$ cat config.mk
export PLATFORM = sky130hd
export DESIGN_NAME = linear_fade_gain_ramp
export DESIGN_NICKNAME = d
export VERILOG_FILES = /design/src/hdl/lfgr_pkg.sv /design/src/hdl/lfgr_ctrl.sv /design/src/hdl/lfgr_dp.sv /design/src/hdl/linear_fade_gain_ramp.sv
export SDC_FILE = /design/constraint.sdc
export NUM_CORES = 2
export LEC_CHECK = 0
export ABC_AREA = 1
export BUFFER_PORTS_ARGS = -buffer_cell sky130_fd_sc_hd__buf_2
export CORE_MARGIN = 2
export CORE_UTILIZATION = 40
export DETAILED_ROUTE_END_ITERATION = 10
export PLACE_DENSITY = 0.67
export REMOVE_ABC_BUFFERS = 1
export SKIP_CTS_REPAIR_TIMING = 1
export SYNTH_ARGS = -nofsm -noshare
export SYNTH_HDL_FRONTEND = slang
export SYNTH_SLANG_ARGS = --single-unit
export TNS_END_PERCENT = 30
$ cat constraint.sdc
create_clock -name i_clk -period 7.43 [get_ports i_clk]
set_input_delay 2.229 -clock i_clk [delete_from_list [all_inputs] [get_ports i_clk]]
set_output_delay 2.229 -clock i_clk [all_outputs]
set_load 0.02 [all_outputs]
$ cat src/hdl/lfgr_pkg.sv
`timescale 1ns / 1ps

package lfgr_pkg;

    localparam int DEF_FRAME_COUNT_BITS = 16;

    localparam int SAMPLE_W    = 16;
    localparam int GAIN_REG_W  = 18;
    localparam int FRAME_REG_W = 16;
    localparam int CHAN_REG_W  = 4;
    localparam int CHAN_IDX_W  = 3;
    localparam int GAIN_W      = 16;
    localparam int CFG_W       = 18;
    localparam int CFG_IDX_W   = 2;
    localparam int MAX_CHANNELS = 8;

    // quotient bits resolved per divider step
    localparam int DIV_STEP_BITS = 4;

    localparam logic signed [GAIN_REG_W-1:0] UNITY_GAIN  = 18'sd32768;
    localparam logic signed [GAIN_REG_W-1:0] BYPASS_GAIN = 18'sd32765;
    localparam logic [GAIN_W-1:0]            UNITY_GAIN_U = 16'd32768;
    localparam logic signed [32:0]           ROUND_HALF  = 33'sd16384;

    localparam logic [FRAME_REG_W-1:0] FRAME_COUNT_RST = 16'd1;
    localparam logic [CHAN_REG_W-1:0]  CHAN_COUNT_RST  = 4'd2;

    typedef enum logic [CFG_IDX_W-1:0] {
        CFG_START_GAIN    = 2'd0,
        CFG_END_GAIN      = 2'd1,
        CFG_FRAME_COUNT   = 2'd2,
        CFG_CHANNEL_COUNT = 2'd3
    } t_cfg_idx;

    typedef struct packed {
        logic take;
        logic mul;
        logic div;
        logic sum;
        logic scale;
        logic emit;
    } t_dp_cmd;

    typedef struct packed {
        logic chan_zero;
    } t_dp_stat;

endpackage

$ cat src/hdl/lfgr_ctrl.sv
`timescale 1ns / 1ps

module lfgr_ctrl #(
    parameter int FRAME_COUNT_BITS = lfgr_pkg::DEF_FRAME_COUNT_BITS
) (
    input  logic               i_clk,
    input  logic               i_rst_n,
    input  logic               i_in_valid,
    output logic               o_in_ready,
    output logic               o_out_valid,
    input  logic               i_out_ready,
    input  lfgr_pkg::t_dp_stat i_stat,
    output lfgr_pkg::t_dp_cmd  o_cmd
);

    localparam int MW     = lfgr_pkg::GAIN_REG_W + FRAME_COUNT_BITS;
    localparam int SB     = lfgr_pkg::DIV_STEP_BITS;
    localparam int DW     = ((MW + SB - 1) / SB) * SB;
    localparam int NSTEP  = DW / SB;
    localparam int STEP_W = $clog2(NSTEP);

    typedef enum logic [5:0] {
        ST_IDLE  = 6'b000001,
        ST_MUL   = 6'b000010,
        ST_DIV   = 6'b000100,
        ST_SUM   = 6'b001000,
        ST_SCALE = 6'b010000,
        ST_EMIT  = 6'b100000
    } t_state;

    t_state            r_state, n_state;
    logic [STEP_W-1:0] r_step, n_step;
    logic              r_out_valid, n_out_valid;
    logic              w_take;
    logic              w_out_free;

    assign w_take     = i_in_valid && (r_state == ST_IDLE);
    assign w_out_free = !r_out_valid || i_out_ready;

    always_comb begin
        n_state     = r_state;
        n_step      = r_step;
        n_out_valid = r_out_valid && !i_out_ready;
        o_cmd       = '0;
        case (r_state)
            ST_IDLE: begin
                if (w_take) begin
                    o_cmd.take = 1'b1;
                    n_state    = i_stat.chan_zero ? ST_MUL : ST_SCALE;
                end
            end
            ST_MUL: begin
                o_cmd.mul = 1'b1;
                n_step    = STEP_W'(NSTEP - 1);
                n_state   = ST_DIV;
            end
            ST_DIV: begin
                o_cmd.div = 1'b1;
                if (r_step == '0) begin
                    n_state = ST_SUM;
                end else begin
                    n_step = r_step - 1'b1;
                end
            end
            ST_SUM: begin
                o_cmd.sum = 1'b1;
                n_state   = ST_SCALE;
            end
            ST_SCALE: begin
                o_cmd.scale = 1'b1;
                n_state     = ST_EMIT;
            end
            ST_EMIT: begin
                if (w_out_free) begin
                    o_cmd.emit  = 1'b1;
                    n_out_valid = 1'b1;
                    n_state     = ST_IDLE;
                end
            end
            default: begin
                n_state = ST_IDLE;
            end
        endcase
    end

    always_ff @(posedge i_clk) begin
        if (!i_rst_n) begin
            r_state     <= ST_IDLE;
            r_step      <= '0;
            r_out_valid <= 1'b0;
        end else begin
            r_state     <= n_state;
            r_step      <= n_step;
            r_out_valid <= n_out_valid;
        end
    end

    assign o_in_ready  = (r_state == ST_IDLE);
    assign o_out_valid = r_out_valid;

endmodule

$ cat src/hdl/lfgr_dp.sv
`timescale 1ns / 1ps

module lfgr_dp #(
    parameter int FRAME_COUNT_BITS = lfgr_pkg::DEF_FRAME_COUNT_BITS
) (
    input  logic                             i_clk,
    input  logic                             i_rst_n,
    input  logic                             i_cfg_wr_en,
    input  logic [lfgr_pkg::CFG_IDX_W-1:0]   i_cfg_index,
    input  logic [lfgr_pkg::CFG_W-1:0]       i_cfg_wdata,
    input  logic [lfgr_pkg::SAMPLE_W-1:0]    i_sample,
    output logic [lfgr_pkg::SAMPLE_W-1:0]    o_sample,
    output logic                             o_last,
    input  lfgr_pkg::t_dp_cmd                i_cmd,
    output lfgr_pkg::t_dp_stat               o_stat
);

    localparam int FCB  = FRAME_COUNT_BITS;
    localparam int FC_W = (FCB < lfgr_pkg::FRAME_REG_W) ? FCB : lfgr_pkg::FRAME_REG_W;
    localparam int GW   = lfgr_pkg::GAIN_REG_W;
    localparam int MW   = GW + FCB;
    localparam int SB   = lfgr_pkg::DIV_STEP_BITS;
    localparam int DW   = ((MW + SB - 1) / SB) * SB;
    localparam int SW   = lfgr_pkg::SAMPLE_W;
    localparam int CW   = lfgr_pkg::CHAN_IDX_W;
    localparam int CRW  = lfgr_pkg::CHAN_REG_W;

    // configuration
    logic signed [GW-1:0]  r_start_gain;
    logic signed [GW-1:0]  r_end_gain;
    logic [FC_W-1:0]       r_frame_count;
    logic [CRW-1:0]        r_chan_count;

    // counters and gain
    logic [FCB-1:0]        r_frame_idx;
    logic [CW-1:0]         r_chan_idx;
    logic [lfgr_pkg::GAIN_W-1:0] r_gain;

    // working registers
    logic signed [SW-1:0]  r_sample;
    logic                  r_neg;
    logic [DW-1:0]         r_div;
    logic [FC_W-1:0]       r_rem;
    logic signed [32:0]    r_prod;
    logic [SW-1:0]         r_out_data;
    logic                  r_out_last;

    logic [FC_W-1:0]       w_eff_frames;
    logic [CRW-1:0]        w_eff_chan;
    logic signed [GW:0]    w_diff;
    logic signed [FCB+GW+1:0] w_gprod;
    logic signed [FCB+GW+1:0] w_gmag;
    logic [DW-1:0]         w_quo;
    logic [FC_W-1:0]       w_rem;
    logic signed [DW:0]    w_qs;
    logic [DW+1:0]         w_sum;
    logic [lfgr_pkg::GAIN_W-1:0] w_gain;
    logic signed [32:0]    w_sprod;
    logic                  w_bypass;
    logic                  w_last_chan;
    logic                  w_last_frame;

    assign w_eff_frames = (r_frame_count == '0) ? FC_W'(1) : r_frame_count;

    always_comb begin
        if (r_chan_count == '0) begin
            w_eff_chan = CRW'(1);
        end else if (r_chan_count > CRW'(lfgr_pkg::MAX_CHANNELS)) begin
            w_eff_chan = CRW'(lfgr_pkg::MAX_CHANNELS);
        end else begin
            w_eff_chan = r_chan_count;
        end
    end

    // ramp offset product
    assign w_diff  = {r_end_gain[GW-1], r_end_gain} - {r_start_gain[GW-1], r_start_gain};
    assign w_gprod = w_diff * $signed({1'b0, r_frame_idx});
    assign w_gmag  = w_gprod[FCB+GW+1] ? -w_gprod : w_gprod;

    // restoring divider, several quotient bits per step
    always_comb begin
        logic [FC_W:0] v_part;
        v_part = '0;
        w_rem  = r_rem;
        w_quo  = r_div;
        for (int k = 0; k < SB; k++) begin
            v_part = {w_rem, w_quo[DW-1]};
            w_quo  = {w_quo[DW-2:0], 1'b0};
            if (v_part >= {1'b0, w_eff_frames}) begin
                v_part   = v_part - {1'b0, w_eff_frames};
                w_quo[0] = 1'b1;
            end
            w_rem = v_part[FC_W-1:0];
        end
    end

    // gain = start + signed quotient, clamped to [0, unity]
    assign w_qs  = r_neg ? -$signed({1'b0, r_div}) : $signed({1'b0, r_div});
    assign w_sum = {w_qs[DW], w_qs} + {{(DW + 2 - GW){r_start_gain[GW-1]}}, r_start_gain};

    always_comb begin
        if (w_sum[DW+1]) begin
            w_gain = '0;
        end else if (w_sum > (DW + 2)'(lfgr_pkg::UNITY_GAIN_U)) begin
            w_gain = lfgr_pkg::UNITY_GAIN_U;
        end else begin
            w_gain = w_sum[lfgr_pkg::GAIN_W-1:0];
        end
    end

    assign w_sprod  = r_sample * $signed({1'b0, r_gain});
    assign w_bypass = (r_start_gain >= lfgr_pkg::BYPASS_GAIN)
                   && (r_end_gain >= lfgr_pkg::BYPASS_GAIN);

    assign w_last_chan  = ({1'b0, r_chan_idx} + CRW'(1)) >= w_eff_chan;
    assign w_last_frame = ({1'b0, r_frame_idx} + (FCB + 1)'(1)) >= (FCB + 1)'(w_eff_frames);

    always_ff @(posedge i_clk) begin
        if (!i_rst_n) begin
            r_start_gain  <= lfgr_pkg::UNITY_GAIN;
            r_end_gain    <= lfgr_pkg::UNITY_GAIN;
            r_frame_count <= FC_W'(lfgr_pkg::FRAME_COUNT_RST);
            r_chan_count  <= lfgr_pkg::CHAN_COUNT_RST;
            r_frame_idx   <= '0;
            r_chan_idx    <= '0;
            r_gain        <= lfgr_pkg::UNITY_GAIN_U;
        end else begin
            if (i_cfg_wr_en) begin
                case (i_cfg_index)
                    lfgr_pkg::CFG_START_GAIN:    r_start_gain  <= $signed(i_cfg_wdata);
                    lfgr_pkg::CFG_END_GAIN:      r_end_gain    <= $signed(i_cfg_wdata);
                    lfgr_pkg::CFG_FRAME_COUNT:   r_frame_count <= i_cfg_wdata[FC_W-1:0];
                    lfgr_pkg::CFG_CHANNEL_COUNT: r_chan_count  <= i_cfg_wdata[CRW-1:0];
                    default: begin
                    end
                endcase
            end
            if (i_cmd.sum) begin
                r_gain <= w_gain;
            end
            if (i_cmd.emit) begin
                if (w_last_chan) begin
                    r_chan_idx  <= '0;
                    r_frame_idx <= w_last_frame ? '0 : r_frame_idx + 1'b1;
                end else begin
                    r_chan_idx <= r_chan_idx + 1'b1;
                end
            end
        end
    end

    always_ff @(posedge i_clk) begin
        if (i_cmd.take) begin
            r_sample <= $signed(i_sample);
        end
        if (i_cmd.mul) begin
            r_neg <= w_gprod[FCB+GW+1];
            r_div <= DW'(w_gmag[MW-1:0]);
            r_rem <= '0;
        end
        if (i_cmd.div) begin
            r_div <= w_quo;
            r_rem <= w_rem;
        end
        if (i_cmd.scale) begin
            r_prod <= w_sprod + lfgr_pkg::ROUND_HALF;
        end
        if (i_cmd.emit) begin
            r_out_data <= w_bypass ? r_sample : r_prod[30:15];
            r_out_last <= w_last_chan && w_last_frame;
        end
    end

    assign o_stat.chan_zero = (r_chan_idx == '0);
    assign o_sample         = r_out_data;
    assign o_last           = r_out_last;

endmodule

$ cat src/hdl/linear_fade_gain_ramp.sv
`timescale 1ns / 1ps

// Linear gain fade over interleaved Q1.15 audio.
// s_axis carries one sample per transaction (tdata[15:0] = sample_in).
// m_axis returns one faded sample per input (tdata[15:0] = sample_out),
// with tlast set on the last channel sample of the final frame of a fade.
// The config port writes start_gain, end_gain, frame_count and
// channel_count by index 0 to 3; write only while the block is idle.
// At the first channel of each frame the gain is recomputed: a multiply
// step, then a restoring divider that resolves 4 quotient bits a cycle,
// then an add and clamp step. Every sample then goes through a multiply
// and an output load. A sample is taken only while idle, so no new
// sample is taken until the last one has been loaded into the output.
// A stalled m_axis holds its output register; one more sample is taken
// and worked on, then the block waits until the output is free.
// Reset clears the counters and loads the reset register values.

module linear_fade_gain_ramp #(
    parameter int FRAME_COUNT_BITS = lfgr_pkg::DEF_FRAME_COUNT_BITS
) (
    input  logic                           i_clk,
    input  logic                           i_rst_n,
    input  logic                           s_axis_tvalid,
    output logic                           s_axis_tready,
    input  logic [lfgr_pkg::SAMPLE_W-1:0]  s_axis_tdata,   // [15:0] sample_in
    output logic                           m_axis_tvalid,
    input  logic                           m_axis_tready,
    output logic [lfgr_pkg::SAMPLE_W-1:0]  m_axis_tdata,   // [15:0] sample_out
    output logic                           m_axis_tlast,
    input  logic                           i_cfg_wr_en,
    input  logic [lfgr_pkg::CFG_IDX_W-1:0] i_cfg_index,
    input  logic [lfgr_pkg::CFG_W-1:0]     i_cfg_wdata
);

    lfgr_pkg::t_dp_cmd  w_cmd;
    lfgr_pkg::t_dp_stat w_stat;

    lfgr_ctrl #(
        .FRAME_COUNT_BITS (FRAME_COUNT_BITS)
    ) u_ctrl (
        .i_clk       (i_clk),
        .i_rst_n     (i_rst_n),
        .i_in_valid  (s_axis_tvalid),
        .o_in_ready  (s_axis_tready),
        .o_out_valid (m_axis_tvalid),
        .i_out_ready (m_axis_tready),
        .i_stat      (w_stat),
        .o_cmd       (w_cmd)
    );

    lfgr_dp #(
        .FRAME_COUNT_BITS (FRAME_COUNT_BITS)
    ) u_dp (
        .i_clk       (i_clk),
        .i_rst_n     (i_rst_n),
        .i_cfg_wr_en (i_cfg_wr_en),
        .i_cfg_index (i_cfg_index),
        .i_cfg_wdata (i_cfg_wdata),
        .i_sample    (s_axis_tdata),
        .o_sample    (m_axis_tdata),
        .o_last      (m_axis_tlast),
        .i_cmd       (w_cmd),
        .o_stat      (w_stat)
    );

endmodule

==> impl_metrics.env <==
export IMPL_ys_types=64
export IMPL_start_kind="flop"
export IMPL_seq_area_frac_synth=0.133
export IMPL_drc_errors=0
export IMPL_numPortBuffers=59
export IMPL_max_cap_viol_count=0
export IMPL_synth_area_leaders="fa_1 (26%), nand2_1 (14%), ha_1 (11%)"
export IMPL_synth_top_cell_area_share=0.264
export IMPL_slowest_stage="fa_1"
export IMPL_tightest_slew_ns=1.21
export IMPL_first_pass_iters=6
export IMPL_final_setup_viol_count=51
export IMPL_ir_drop_uv=511
export IMPL_post_route_cell_area_um2=48100
export IMPL_synth_seq_cells=204
export IMPL_path_common_cell="fa_1"
export IMPL_htreeDepth=1
export IMPL_rsz0062_at_grt="true"
export IMPL_nets=6882
export IMPL_routed_wire_length_per_instance_um=17.3
export IMPL_cts_num_sinks=204
export IMPL_hp_class="flop to flop"
export IMPL_crit_family="adder cells"
export IMPL_synth_edf_count=102
export IMPL_critPathMaxStageDelay_ns=0.63
export IMPL_die_area_um2=98700
export IMPL_num_vias=37000
export IMPL_antenna_found_initial=12
export IMPL_fin_crit_sh=1.08
export IMPL_ys_warn_count=0
export IMPL_synth_top_area_cell="fa_1"
export IMPL_synthXorXnorAreaFrac=0.0368
export IMPL_power_density_nw_per_um2=164
export IMPL_synth_compound_area_frac=0.0802
export IMPL_pin_count=60
export IMPL_clk_pin_slew_ns=0.07
export IMPL_critPathKind="flop to flop"
export IMPL_synth_flop_cell="edfxtp_1"
export IMPL_via_per_inst=5.08
export IMPL_grt_max_degree=62
export IMPL_grt_pass1_wl_mm=194
export IMPL_drt_iter0_markers=3183
export IMPL_worstPathMaxFanout=18
export IMPL_slew_headroom=0.190
export IMPL_cp_arrival_ns=8.28
export IMPL_period_minus_slack_ns=8.00
export IMPL_first_global_vias=36500
export IMPL_design_core_area_um2=95200
export IMPL_crit_buf_inv=9
export IMPL_antenna_left=0
export IMPL_syn_area_um2=38500
export IMPL_clkLatencyLatePin_ns=0.58
export IMPL_root_buffer="clkbuf_16"
export IMPL_end_kind="flop"
export IMPL_placed_cell_area_um2=44600
export IMPL_p_leak_nw=24.9
export IMPL_synth_top_family_by_area="adder cells"
export IMPL_clock_skew_ns=0.0204
export IMPL_setup_slack_ns=-0.569
export IMPL_worstPathRequired_ns=7.71
export IMPL_hold_viol=0
export IMPL_drive_above_1_share=0.208
export IMPL_start_util=0.405
export IMPL_muxShareOfSynthArea=0
export IMPL_violations="negative setup slack"
export IMPL_cts_root_to_sink_buffers=3
export IMPL_slew_viol_final=0
export IMPL_grt_overflow=0
export IMPL_num_rows=113
export IMPL_synth_adder_area_share=0.375
export IMPL_areaGrowthSynthToFinish_pct=24.8
export IMPL_routed_wl_mm=126
export IMPL_post_synth_cell_area_avg_um2=7.17
export IMPL_cts_inserted_buffers=25
export IMPL_routabilityCongestion=1.00
export IMPL_status="complete, but fails checks"
export IMPL_fmax_ghz=0.125
export IMPL_die_x_um=314
export IMPL_synth_cells=5369
export IMPL_grt_usage=0.250
export IMPL_place_ws_ns=-0.922
export IMPL_yosys_area_share_simple=0.246
export IMPL_die_h_um=314
export IMPL_hpwl_mm=103
export IMPL_cts_tree="yes"
export IMPL_synthArstFlopShare=0
[metal layers]
layer | vias to the layer above | track usage | routed length [um]
met3 | 263 | 0.0527 | 10300
met1 | 17700 | 0.340 | 54600
met4 | 10 | 0.0725 | 4140
met5 | - | 0 | 65
met2 | 1259 | 0.400 | 56800
li1 | 17700 | - | -
[state kept, by name, summed over array words and instances (netlist names)]
signal              cells
u_ctrl.o_out_valid      1
u_ctrl.r_state          6
u_ctrl.r_step           4
u_dp.o_last             1
u_dp.o_sample          16
u_dp.r_chan_count       4
u_dp.r_chan_idx         3
u_dp.r_div             36
u_dp.r_end_gain        18
u_dp.r_frame_count     16
u_dp.r_frame_idx       16
u_dp.r_gain            16
u_dp.r_neg              1
u_dp.r_prod            16
u_dp.r_rem             16
u_dp.r_sample          16
u_dp.r_start_gain      18
[synth_stat cells, types with 60 or more instances]
cell type	instances
xnor2_1	60
clkbuf_1	141
nor2_1	443
ha_1	343
nand3_1	211
o21ai_0	193
xor2_1	100
fa_1	507
nand2_1	1407
a21oi_1	244
edfxtp_1	102
dfxtp_1	102
inv_1	1138
[metrics by stage]
step / instances / hold slack, ns / util / power, mW / TNS [ns]
after floorplan: 5210 / 0.426 / - / 3.50 / -36.27
after global placement: 7163 / 0.448 / 0.469 / 5.50 / -36.63
after detailed placement: 7163 / 0.450 / 0.469 / 5.53 / -41.89
after CTS: 7209 / 0.468 / 0.478 / 6.86 / -44.98
after global routing: 7276 / 0.497 / 0.505 / 8.36 / -39.93
final: 7278 / 0.468 / 0.505 / 7.88 / -21.54
[worst register-to-register path, delay by kind of cell (launching register included)]
family          cells  cell delay (ns)
fa+ha+maj           8             3.70
compound gates      6             0.76
flops               1             0.34
simple gates       15             1.91
buf+inv             9             1.00
[layout by cell type (no fill, tap or decap), drive strengths merged, types with 2 or more instances in the layout]
master,synthesis,final
o22ai,16,16
nand2,1416,1417
a21boi,5,5
a31o,2,2
clkinvlp,0,4
nor4,20,20
dfxtp,102,102
nand4,58,58
o21ai,212,212
ha,343,343
o21bai,13,13
o211ai,4,4
a31oi,17,17
edfxtp,102,102
or2,50,50
a21o,6,6
diode,0,3
o311ai,5,5
o31ai,3,3
nand3,216,216
xor2,100,100
o2111ai,3,3
nor3,36,36
o21a,13,13
clkinv,13,14
clkbuf,141,38
nand3b,27,27
inv,1141,1145
xnor2,61,61
buf,18,750
nor3b,2,2
a21oi,248,248
a211oi,6,6
and2,6,6
fa,507,507
nor2,448,449
[logic make-up after synthesis]
kind of cell,Yosys count
AOI/OAI and AO/OA,561
xor gates and xnor gates,161
adders and majority gates,850
buffers and inverters,1313
DFF,204
and+or+nand+nor,2280
[layout make-up]
type	instances	area (um^2)
Timing Repair Buffer	752	5790
Tap cell	1265	1580
Clock buffer	36	741
Clock inverter	10	115
Multi-Input combinational cell	3854	30300
Antenna cell	3	7.51
Sequential cell	204	5120
Fill cell	9226	47100
Inverter	1154	4370
[where the power goes]
part / switching, mW / internal [mW] / leakage (nW)
clock network: 0.563 / 0.743 / 0.423
logic: 2.76 / 2.52 / 22.7
registers: 0.0573 / 1.23 / 1.77
[worst paths after layout]
path,startpoint,slack (ns),cells after the start,to
hold reg to reg,u_ctrl.r_step[0],0.47,1,u_ctrl.r_step[0]
setup reg to reg,u_dp.r_start_gain[9],-0.57,38,u_dp.r_div[21]
hold / removal,u_ctrl.r_step[0],0.47,1,u_ctrl.r_step[0]
setup / recovery,u_dp.r_start_gain[9],-0.57,38,u_dp.r_div[21]
Note: power is estimated with default switching activity, not from simulation.
